## config.mk

```make
export PLATFORM = sky130hd
export DESIGN_NAME = decode_time_max_filter
export DESIGN_NICKNAME = d
export VERILOG_FILES = /design/src/hdl/dtmf_pkg.sv /design/src/hdl/dtmf_cmp.sv /design/src/hdl/dtmf_hist.sv /design/src/hdl/decode_time_max_filter.sv
export SDC_FILE = /design/constraint.sdc
export NUM_CORES = 1
export LEC_CHECK = 0
export BUFFER_PORTS_ARGS = -buffer_cell sky130_fd_sc_hd__buf_2
export CORE_MARGIN = 5
export CORE_UTILIZATION = 30
export CTS_CLUSTER_SIZE = 20
export DETAILED_ROUTE_END_ITERATION = 10
export SYNTH_ARGS = -nofsm -noshare
export SYNTH_HDL_FRONTEND = slang
export SYNTH_SLANG_ARGS = --single-unit
```

## constraint.sdc

```tcl
create_clock -name clk -period 8.81 [get_ports clk]
set_input_delay 2.2025 -clock clk [delete_from_list [all_inputs] [get_ports clk]]
set_output_delay 2.2025 -clock clk [all_outputs]
set_load 0.1 [all_outputs]
```

## src/hdl/dtmf_pkg.sv

```systemverilog
// ----------------------------------------------------------------------------
// dtmf_pkg: shared types for the decode time max filter
// Operation codes of the shared compare unit and the history shift request.
// ----------------------------------------------------------------------------
package dtmf_pkg;

	localparam int unsigned DurW  = 16;
	localparam int unsigned TimeW = 32;

	typedef enum logic {
		OP_MAX = 1'b0,	// a < b
		OP_WIN = 1'b1	// (a - b) mod 2^32 < c
	} unit_op_t;

	typedef struct packed {
		logic             shift;
		logic [DurW-1:0]  max;
		logic [TimeW-1:0] stamp;
	} hist_req_t;

endpackage

```

## src/hdl/dtmf_cmp.sv

```systemverilog
// ----------------------------------------------------------------------------
// dtmf_cmp: shared subtract / compare unit
// One 32-bit subtractor and two unsigned less-than compares, shared by the check, merge and scan steps.
// ----------------------------------------------------------------------------
module dtmf_cmp (
	input  dtmf_pkg::unit_op_t          op,
	input  logic [dtmf_pkg::TimeW-1:0]  a,
	input  logic [dtmf_pkg::TimeW-1:0]  b,
	input  logic [dtmf_pkg::DurW-1:0]   c,
	output logic                        lt
);
	import dtmf_pkg::*;

	logic [TimeW-1:0] diff;

	assign diff = a - b;	// wraps mod 2^32

	always_comb begin
		unique case (op)
			OP_WIN:  lt = diff < {{(TimeW-DurW){1'b0}}, c};
			OP_MAX:  lt = a < b;
			default: lt = 1'b0;
		endcase
	end

endmodule

```

## src/hdl/dtmf_hist.sv

```systemverilog
// ----------------------------------------------------------------------------
// dtmf_hist: history shift line
// Slot 0 is the newest entry; a shift drops the oldest. One indexed read port.
// ----------------------------------------------------------------------------
module dtmf_hist #(
	parameter int unsigned HISTORY_DEPTH = 16
) (
	input  logic                                 clk,
	input  logic                                 arst_n,
	input  dtmf_pkg::hist_req_t                  req,
	input  logic [$clog2(HISTORY_DEPTH)-1:0]     rd_idx,
	output logic [dtmf_pkg::DurW-1:0]            rd_max,
	output logic                                 rd_valid,
	output logic [dtmf_pkg::TimeW-1:0]           head_time,
	output logic                                 head_valid
);
	import dtmf_pkg::*;

	logic [DurW-1:0]          slot_max_q  [HISTORY_DEPTH];
	logic [TimeW-1:0]         slot_time_q [HISTORY_DEPTH];
	logic [HISTORY_DEPTH-1:0] slot_vld_q;

	// valid bits only; slot payload is qualified by them
	always_ff @(posedge clk or negedge arst_n) begin
		if (!arst_n) begin
			slot_vld_q <= '0;
		end else if (req.shift) begin
			slot_vld_q <= {slot_vld_q[HISTORY_DEPTH-2:0], 1'b1};
		end
	end

	always_ff @(posedge clk) begin
		if (req.shift) begin
			slot_max_q[0]  <= req.max;
			slot_time_q[0] <= req.stamp;
			for (int k = 1; k < HISTORY_DEPTH; k++) begin
				slot_max_q[k]  <= slot_max_q[k-1];
				slot_time_q[k] <= slot_time_q[k-1];
			end
		end
	end

	assign rd_max     = slot_max_q[rd_idx];
	assign rd_valid   = slot_vld_q[rd_idx];
	assign head_time  = slot_time_q[0];
	assign head_valid = slot_vld_q[0];

`ifndef SYNTHESIS
	// valid slots always form a run starting at slot 0
	a_vld_prefix: assert property (@(posedge clk) disable iff (!arst_n)
		$onehot0({1'b0, slot_vld_q} + {{HISTORY_DEPTH{1'b0}}, 1'b1}))
		else $error("history valid bits not a prefix run");

	a_shift_head: assert property (@(posedge clk) disable iff (!arst_n)
		req.shift |=> head_valid && head_time == $past(req.stamp))
		else $error("shift did not load newest slot");

	a_shift_age: assert property (@(posedge clk) disable iff (!arst_n)
		req.shift && slot_vld_q[0] |=> slot_max_q[1] == $past(slot_max_q[0]))
		else $error("history did not age by one slot");
`endif

endmodule

```

## src/hdl/decode_time_max_filter.sv

```systemverilog
// ----------------------------------------------------------------------------
// decode_time_max_filter: sliding window maximum of decode durations
// Merges samples into history slots by time and emits the running maximum.
// ----------------------------------------------------------------------------
//
//  channel  | signals                              | dir | notes
//  ---------+--------------------------------------+-----+------------------------
//  in       | in_valid in_ready decode_time_ms     | in  | one sample per request
//           | now_ms                               |     |
//  out      | out_valid out_ready filtered_max_ms  | out | one result per request
//  cfg      | cfg_wr_en cfg_wr_data                | in  | short_window_ms, no wait
//
//  Requests other than the first walk the slots (valid slots plus the empty
//  one that ends the walk, at most HISTORY_DEPTH) before the result is valid.
//  The first request after reset skips the walk and goes straight to
//  ST_DONE; its result is the held max, which reset clears.
//  The walk over the history goes through one shared compare unit, one slot
//  per cycle; in_ready is low while a request is being worked on.
//  A finished result sits in the output register; a new request is taken
//  while it waits, and the next result holds until out_ready frees it.
//  Reset clears control and valid bits and sets the window register to 1000 ms.
//
module decode_time_max_filter #(
	parameter int unsigned HISTORY_DEPTH = 16
) (
	input  logic        clk,
	input  logic        arst_n,
	// sample request
	input  logic        in_valid,
	output logic        in_ready,
	input  logic [15:0] decode_time_ms,
	input  logic [31:0] now_ms,
	// result
	output logic        out_valid,
	input  logic        out_ready,
	output logic [15:0] filtered_max_ms,
	// window register
	input  logic        cfg_wr_en,
	input  logic [15:0] cfg_wr_data
);
	import dtmf_pkg::*;

	localparam int unsigned IdxW = $clog2(HISTORY_DEPTH);
	localparam logic [DurW-1:0] WinReset = 16'd1000;

	typedef enum logic [2:0] {
		ST_IDLE,	// wait for a request
		ST_CHECK,	// distance to newest slot vs window
		ST_MERGE,	// raise running short max
		ST_SHIFT,	// open a new slot
		ST_SCAN,	// walk valid slots for the max
		ST_FIN,		// latch filtered max
		ST_DONE		// hand result to output register
	} state_t;

	state_t           state_q;
	logic             first_q;
	logic [DurW-1:0]  win_q;
	logic [DurW-1:0]  dur_q;
	logic [TimeW-1:0] now_q;
	logic [DurW-1:0]  rsm_q;	// running short max
	logic [DurW-1:0]  best_q;	// scan accumulator
	logic [DurW-1:0]  filt_q;	// held filtered max
	logic [IdxW-1:0]  idx_q;
	logic             out_valid_q;
	logic [DurW-1:0]  out_data_q;

	// shared unit hookup
	unit_op_t         u_op;
	logic [TimeW-1:0] u_a;
	logic [TimeW-1:0] u_b;
	logic             u_lt;

	hist_req_t        hreq;
	logic [DurW-1:0]  rd_max;
	logic             rd_valid;
	logic [TimeW-1:0] head_time;
	logic             head_valid;
	logic             idx_last;
	logic             out_free;

	assign in_ready        = (state_q == ST_IDLE);
	assign out_valid       = out_valid_q;
	assign filtered_max_ms = out_data_q;
	assign idx_last        = (idx_q == IdxW'(HISTORY_DEPTH - 1));
	assign out_free        = !out_valid_q || out_ready;

	// operand select per step
	always_comb begin
		unique case (state_q)
			ST_CHECK: begin
				u_op = OP_WIN;
				u_a  = now_q;
				u_b  = head_time;
			end
			ST_MERGE: begin
				u_op = OP_MAX;
				u_a  = {{(TimeW-DurW){1'b0}}, rsm_q};
				u_b  = {{(TimeW-DurW){1'b0}}, dur_q};
			end
			ST_SCAN: begin
				u_op = OP_MAX;
				u_a  = {{(TimeW-DurW){1'b0}}, best_q};
				u_b  = {{(TimeW-DurW){1'b0}}, rd_max};
			end
			default: begin
				u_op = OP_MAX;
				u_a  = '0;
				u_b  = '0;
			end
		endcase
	end

	// new slot takes the short max, or this sample when nothing merged yet
	always_comb begin
		hreq.shift = (state_q == ST_SHIFT);
		hreq.max   = (rsm_q == '0) ? dur_q : rsm_q;
		hreq.stamp = now_q;
	end

	dtmf_cmp u_cmp (
		.op (u_op),
		.a  (u_a),
		.b  (u_b),
		.c  (win_q),
		.lt (u_lt)
	);

	dtmf_hist #(
		.HISTORY_DEPTH (HISTORY_DEPTH)
	) u_hist (
		.clk        (clk),
		.arst_n     (arst_n),
		.req        (hreq),
		.rd_idx     (idx_q),
		.rd_max     (rd_max),
		.rd_valid   (rd_valid),
		.head_time  (head_time),
		.head_valid (head_valid)
	);

	always_ff @(posedge clk or negedge arst_n) begin
		if (!arst_n) begin
			win_q <= WinReset;
		end else if (cfg_wr_en) begin
			win_q <= cfg_wr_data;
		end
	end

	// sample capture, no reset needed
	always_ff @(posedge clk) begin
		if (in_valid && in_ready) begin
			dur_q <= decode_time_ms;
			now_q <= now_ms;
		end
	end

	always_ff @(posedge clk or negedge arst_n) begin
		if (!arst_n) begin
			state_q     <= ST_IDLE;
			first_q     <= 1'b1;
			rsm_q       <= '0;
			best_q      <= '0;
			filt_q      <= '0;
			idx_q       <= '0;
			out_valid_q <= 1'b0;
			out_data_q  <= '0;
		end else begin
			// a new result reloads the output register, else a taken one leaves
			if (state_q == ST_DONE && out_free) begin
				out_valid_q <= 1'b1;
			end else if (out_valid_q && out_ready) begin
				out_valid_q <= 1'b0;
			end
			unique case (state_q)
				ST_IDLE: begin
					if (in_valid) begin
						first_q <= 1'b0;
						state_q <= first_q ? ST_DONE : ST_CHECK;
					end
				end
				ST_CHECK: begin
					state_q <= (head_valid && u_lt) ? ST_MERGE : ST_SHIFT;
				end
				ST_MERGE: begin
					if (u_lt) begin
						rsm_q  <= dur_q;
						best_q <= dur_q;
					end else begin
						best_q <= rsm_q;
					end
					idx_q   <= '0;
					state_q <= ST_SCAN;
				end
				ST_SHIFT: begin
					rsm_q   <= '0;
					best_q  <= '0;
					idx_q   <= '0;
					state_q <= ST_SCAN;
				end
				ST_SCAN: begin
					if (rd_valid && u_lt) begin
						best_q <= rd_max;
					end
					if (!rd_valid || idx_last) begin
						state_q <= ST_FIN;
					end else begin
						idx_q <= idx_q + 1'b1;
					end
				end
				ST_FIN: begin
					filt_q  <= best_q;
					state_q <= ST_DONE;
				end
				ST_DONE: begin
					if (out_free) begin
						out_data_q  <= filt_q;
						state_q     <= ST_IDLE;
					end
				end
				default: state_q <= ST_IDLE;
			endcase
		end
	end

`ifndef SYNTHESIS
	a_busy_after_req: assert property (@(posedge clk) disable iff (!arst_n)
		in_valid && in_ready |=> !in_ready)
		else $error("request taken while still busy");

	a_shift_clears: assert property (@(posedge clk) disable iff (!arst_n)
		state_q == ST_SHIFT |=> rsm_q == '0)
		else $error("short max not cleared on new slot");

	a_result_load: assert property (@(posedge clk) disable iff (!arst_n)
		state_q == ST_DONE && out_free |=> out_valid && filtered_max_ms == $past(filt_q))
		else $error("result not loaded from filtered max");

	a_scan_bound: assert property (@(posedge clk) disable iff (!arst_n)
		state_q == ST_SCAN && idx_last |=> state_q == ST_FIN)
		else $error("scan ran past last slot");
`endif

endmodule
```

==> results of run 1 <==
-- per-layer routing --
layer  GRT usage, %  share of wire (%)  up-vias
li1               -                  -     5162
met1          19.17                 46     5897
met2          19.13                 45      377
met3          2.692                6.7       65
met4          3.673                2.3        0
met5              0                  0        -
-- cells in the final DEF, fill, tap and decap left out, types with 37 or more instances in the layout --
master / netlist / routed
mux4_2: 85 / 85
nand2_1: 76 / 76
mux2_2: 49 / 49
o21ai_0: 62 / 62
dfrtp_1: 98 / 96
edfxtp_1: 336 / 336
a21oi_1: 52 / 52
buf_2: 10 / 85
ha_1: 48 / 48
clkbuf_16: 0 / 48
nor2_1: 38 / 37
-- layout make-up --
type	instances	area, µm²	area share (%)
repair buffers	100	538.0	2.395
multi-input cells	736	6502	28.95
inverters	23	93.84	0.4177
well taps	855	1070	4.762
clock inverters	24	225.2	1.003
clock buffers	62	1304	5.804
flip-flops and latches	441	12730	56.67
-- kinds of logic (layout without fill, tap and decap cells) --
logic type / Yosys count / in the layout / share of synthesized area (%)
xor+xnor: 22 / 22 / 0.9830
compound gates: 262 / 262 / 9.045
flops: 441 / 441 / 64.92
mux: 151 / 151 / 13.45
fa+ha+maj: 49 / 49 / 3.166
simple gates: 252 / 252 / 6.473
buf+inv: 96 / 209 / 1.960
-- cell usage after synthesis, drive strengths merged (8+ instances only) --
| cell type | instances |
|---|---|
| xor2 | 9 |
| a221oi | 15 |
| clkbuf | 53 |
| mux2i | 17 |
| xnor2 | 13 |
| mux4 | 85 |
| edfxtp | 336 |
| dfrtp | 98 |
| a22oi | 16 |
| and2 | 20 |
| ha | 48 |
| nand2 | 76 |
| buf | 20 |
| a31oi | 8 |
| nand3 | 11 |
| nand2b | 15 |
| nor3 | 25 |
| o21a | 13 |
| a21oi | 52 |
| o21ai | 65 |
| o211ai | 8 |
| a22o | 16 |
| mux2 | 49 |
| o22ai | 17 |
| nor2 | 39 |
| nand4 | 17 |
| a21o | 24 |
| inv | 23 |
| nor2b | 28 |
-- worst max-delay path, stage by stage (launching register included) --
cell and delay, ns:
dfrtp_2 0.85, buf_4 0.51, buf_4 0.33, mux4_2 0.34, mux4_2 0.50, nor2b_1 0.16, a221oi_1 0.38, ha_1 0.38
a21oi_1 0.15, and2_0 0.16, a2111o_1 0.46, a21oi_1 0.17, nor2b_1 0.10, o21ai_0 0.22, xor2_1 0.13, ha_1 0.20
nor2_1 0.11, o21ai_0 0.12, a2111o_1 0.31, nor4b_1 0.33, nand4_1 0.14, nor4_1 0.26, a31oi_1 0.13
-- worst paths after layout --
kind                            cells past startpoint                  endpoint  slack (ns)
worst min register to register                      0  u_hist.slot_max_q[13][3]        0.44
min in group asynchronous                           1       filtered_max_ms[13]        1.54
max in group asynchronous                           2                  idx_q[0]        5.86
worst max-delay path                               22                state_q[0]        2.15
worst max register to register                     22                state_q[0]        2.15
worst min-delay path                                0  u_hist.slot_max_q[13][3]        0.44
-- where the power goes --
part / switching (mW) / internal [mW]
logic: 2.50 / 1.71
clock network: 0.823 / 1.13
registers: 0.390 / 2.72
total: 3.71 / 5.57
-- through the flow --
step | instance area [µm²] | hold WS, ns
floorplan | 19600 | 0.4174
global placement | 20940 | 0.4257
detailed placement | 20940 | 0.4299
CTS | 22460 | 0.4372
global route | 22460 | 0.4476
finish | 22460 | 0.4414
==> flow_summary.json, run 1 <==
{
  "ys_seq_area_share_pct": 64.92,
  "finalSetupViolCount": 0,
  "drt-wirelength-per-cell_um": 20.75,
  "port_buffers": 86,
  "cp.required_ns": 9.23,
  "finClkSkew_ns": 0.02352,
  "grt_pass1_vias": 11800,
  "cts_tree": "done",
  "synthCells": 1273,
  "clk_pin_slew_ns": 0.06,
  "wl_mm": 46.50,
  "io-pin-count": 87,
  "cts_max_level": 2,
  "area_growth_pct": 14.60,
  "fill_cells": 6136,
  "setup_tns_ns": 0,
  "postCtsSetupBuffers": 0,
  "syn_avg_cell_area_um2": 15.40,
  "ir_worst_vdd_mv": 0.1957,
  "clkSinkCount": 441,
  "start_util_pct": 30.35,
  "final-hold-violation-count": 0,
  "endpoint_kind": "flop",
  "worst_slew_margin_rel_pct": 16.39,
  "vias_per_cell": 5.132,
  "grt_pass1_wl_mm": 71.90,
  "cp.arrival_ns": 7.08,
  "cts_resized": 0,
  "ctsHoldBuffers": 0,
  "netlist_area_mm2": 0.01960,
  "maxCapViolCount": 0,
  "antenna_found_initial": 1,
  "async_reset_ff_share_pct": 23.81,
  "setup_ws_ns": 2.147,
  "numCtsBuffers": 47,
  "dpl_worst_slack_ns": 2.157,
  "core-area_mm2": 0.06458,
  "regMostFlops": "u_hist.slot_max_q",
  "drt-initial-drc-count": 1208,
  "status": "completed",
  "crit_path_start_kind": "flop",
  "drive_gt1_share_pct": 23.23,
  "synth_seq_cells": 441,
  "clock_path_buffers": 3,
  "place_hpwl_mm": 31.44,
  "timing.fmax_mhz": 150.1,
  "drc": 0,
  "power_density_mw_per_mm2": 412.9,
  "yosys_most_used_dff": "edfxtp_1",
  "placed_cells": 2155,
  "diodes": 0,
  "fin_crit_ns": 6.663,
  "syn-num-nets": 1391,
  "finalWeightedCongestion": 0.8488,
  "synth_top_area_share_pct": 51.47,
  "critPathLaunch": "idx_q[1]",
  "stdcell_count": 2241,
  "die_h_um": 265.6,
  "yosysTopAreaCell": "edfxtp_1",
  "grt-ovfl-total": 0,
  "drv_slew": 0,
  "cp_max_fo": 31,
  "rows": 93,
  "power.leakage_nw": 8.038,
  "ys_types": 69,
  "grt_max_degree": 115,
  "holdCritStartpoint": "u_hist.slot_max_q[12][3]",
  "post-route-period-util_pct": 75.63,
  "vias": 11500,
  "p_total_mw": 9.275,
  "worst_slew_pin_slew_ns": 1.250,
  "ys_warn_count": 0,
  "dieArea_mm2": 0.07055,
  "synth_edf_count": 336,
  "post-route-util_pct": 34.78,
  "largest_reg_flops": 256,
  "crit_type": "reg2reg",
  "hold_class": "reg2reg",
  "track_usage_pct": 12.87,
  "reg.largest.list": "u_hist.slot_max_q x256, now_q x32, u_hist.slot_time_q x32",
  "grt_setup_unrepaired": "no",
  "nNetsFinal": 1467,
  "die_w_um": 265.6,
  "synthTopCellsByArea": "edfxtp_1 (51%), dfrtp_1 (13%), mux4_2 (9.8%)",
  "reg2reg_from": "idx_q[1]",
  "ant_nets": 0,
  "clk_latency_ns": 0.59,
  "drt-pass1-iter-count": 7,
  "cts-root-buf": "clkbuf_16"
}
No activity file was read; power rests on OpenSTA's default activity.
==> run 2, diff against run 1 <==
==> constraint.sdc (replaced) <==
create_clock -name clk -period 6.6 [get_ports clk]
set_input_delay 1.65 -clock clk [delete_from_list [all_inputs] [get_ports clk]]
set_output_delay 1.65 -clock clk [all_outputs]
set_load 0.1 [all_outputs]
==> run 2 against run 1 <==
Critical path depth down 3; power grew 36%; die area is the same.
==> flow_summary.json, run 2 (synthesis results as in run 1) <==
{
  "cts_tree": "done",
  "drt-wirelength-per-cell_um": 20.85,
  "drt-initial-drc-count": 1214,
  "diodes": 0,
  "power_density_mw_per_mm2": 556.9,
  "grt_pass1_wl_mm": 72.26,
  "status": "completed",
  "worst_slew_margin_rel_pct": 17.80,
  "fin_crit_ns": 6.077,
  "vias_per_cell": 5.173,
  "crit_type": "reg2reg",
  "r2r_end": "state_q[0]",
  "finClkSkew_ns": 0.03914,
  "die_h_um": 265.6,
  "finalWeightedCongestion": 0.8863,
  "post-route-period-util_pct": 92.07,
  "die_w_um": 265.6,
  "holdCritStartpoint": "now_q[24]",
  "place_hpwl_mm": 32.17,
  "cts-root-buf": "clkbuf_16",
  "min_delay_worst_endpoint": "u_hist.slot_time_q[0][24]",
  "drv_slew": 0,
  "port_buffers": 86,
  "dieArea_mm2": 0.07055,
  "worst_slew_pin_slew_ns": 1.233,
  "setup_tns_ns": 0,
  "crit_path_start_kind": "flop",
  "drive_gt1_share_pct": 24.70,
  "grt_setup_unrepaired": "no",
  "final_cell_mix": "edfxtp_1 (336), dfrtp_1 (96), mux4_2 (85), buf_2 (85), nand2_1 (76)",
  "crit_buf_inv": 1,
  "core-area_mm2": 0.06458,
  "hold_class": "reg2reg",
  "postCtsSetupBuffers": 0,
  "maxCapViolCount": 0,
  "clock_path_buffers": 3,
  "ir_worst_vdd_mv": 0.2272,
  "cts_max_level": 2,
  "path_cells": "buf_4 -> mux4_2 -> mux4_2 -> nor2b_1 -> a221oi_1 -> ha_1 -> a21o_1 -> a31oi_1 -> nor2_1 -> nor3b_1 -> xnor2_1 -> ha_1 -> nor2b_1 -> o21ai_0 -> o2111ai_1 -> nor4b_1 -> nand4_1 -> nor4_1 -> a31oi_1",
  "wl_mm": 47.13,
  "rows": 93,
  "start_util_pct": 30.35,
  "final-hold-violation-count": 0,
  "drc": 0,
  "io-pin-count": 87,
  "layout_commonest_cell": "edfxtp_1",
  "cp_max_fo": 27,
  "regMostFlops": "u_hist.slot_max_q",
  "grt-ovfl-total": 0,
  "grt_pass1_vias": 11820,
  "reg2reg_from": "idx_q[1]",
  "clk_pin_slew_ns": 0.06,
  "power.leakage_nw": 8.151,
  "r2r_cells": 19,
  "whs_ns": 0.4111,
  "largest_reg_flops": 256,
  "area_growth_pct": 15.68,
  "ctsHoldBuffers": 0,
  "cp.required_ns": 7.05,
  "timing.fmax_mhz": 164.6,
  "vias": 11690,
  "grt_max_degree": 193,
  "path_delay_family": "simple AND/OR/NAND/NOR gates",
  "nNetsFinal": 1483,
  "cp_slowest_cell": "dfrtp_2",
  "finalSetupViolCount": 0,
  "track_usage_pct": 12.93,
  "numCtsBuffers": 49,
  "clkSinkCount": 441,
  "cts_resized": 0,
  "clk_latency_ns": 0.60,
  "endpoint_kind": "flop",
  "hold_path_depth": 0,
  "reg.largest.list": "u_hist.slot_max_q x256, now_q x32, u_hist.slot_time_q x32",
  "cp.arrival_ns": 6.53,
  "ant_nets": 0,
  "antenna_found_initial": 0,
  "critPathMaxStageDelay_ns": 0.82,
  "drt-pass1-iter-count": 5,
  "reg2reg_slack_ns": 0.52
}
[run 2: layout make-up]
| cell class | count | area [µm²] |
|---|---|---|
| Clock inverter | 27 | 227.7 |
| Tap cell | 855 | 1070 |
| Inverter | 23 | 90.09 |
| Fill cell | 6162 | 41910 |
| Multi-Input combinational cell | 736 | 6502 |
| Sequential cell | 441 | 12730 |
| Clock buffer | 64 | 1386 |
| Timing Repair Buffer | 114 | 668.1 |
[run 2: where the power goes]
part	switching, mW	total (mW)	internal, mW
sequential	0.498	4.14	3.64
clock	1.12	2.69	1.57
combinational	3.43	5.80	2.37
[run 2: per-layer routing]
metal	GRT usage (%)	up-vias	share of wire, %
li1	-	5194	-
met1	19.14	5993	46
met2	19.56	420	45
met3	2.340	83	6.5
met4	3.799	0	2.4
met5	0	-	0
[run 2: worst max path at each step]
| stage | from | endpoint | slack [ns] | cells past startpoint |
|---|---|---|---|---|
| 2_1_floorplan | state_q[2] | u_hist.slot_max_q[0][0] | 0.37 | 5 |
| 3_3_place_gp | idx_q[0] | state_q[0] | 0.61 | 18 |
| 3_5_place_dp | idx_q[1] | state_q[0] | 0.52 | 19 |
| 4_1_cts | idx_q[1] | state_q[0] | 0.53 | 19 |
| 5_1_grt | idx_q[1] | state_q[0] | 0.18 | 19 |
| 6_report | idx_q[1] | state_q[0] | 0.52 | 19 |
[run 2: stage by stage]
step           util (%)  power [mW]  cell area [µm²]  std cells  worst slack [ns]
2_1_floorplan         -       8.337            19610       1273            0.3700
3_3_place_gp      32.61       9.861            21060       2169            0.6130
3_5_place_dp      32.61       9.929            21060       2169            0.5178
4_1_cts           35.11       12.69            22680       2260            0.5288
5_1_grt           35.11       13.41            22680       2260            0.1808
6_report          35.11       12.63            22680       2260            0.5235
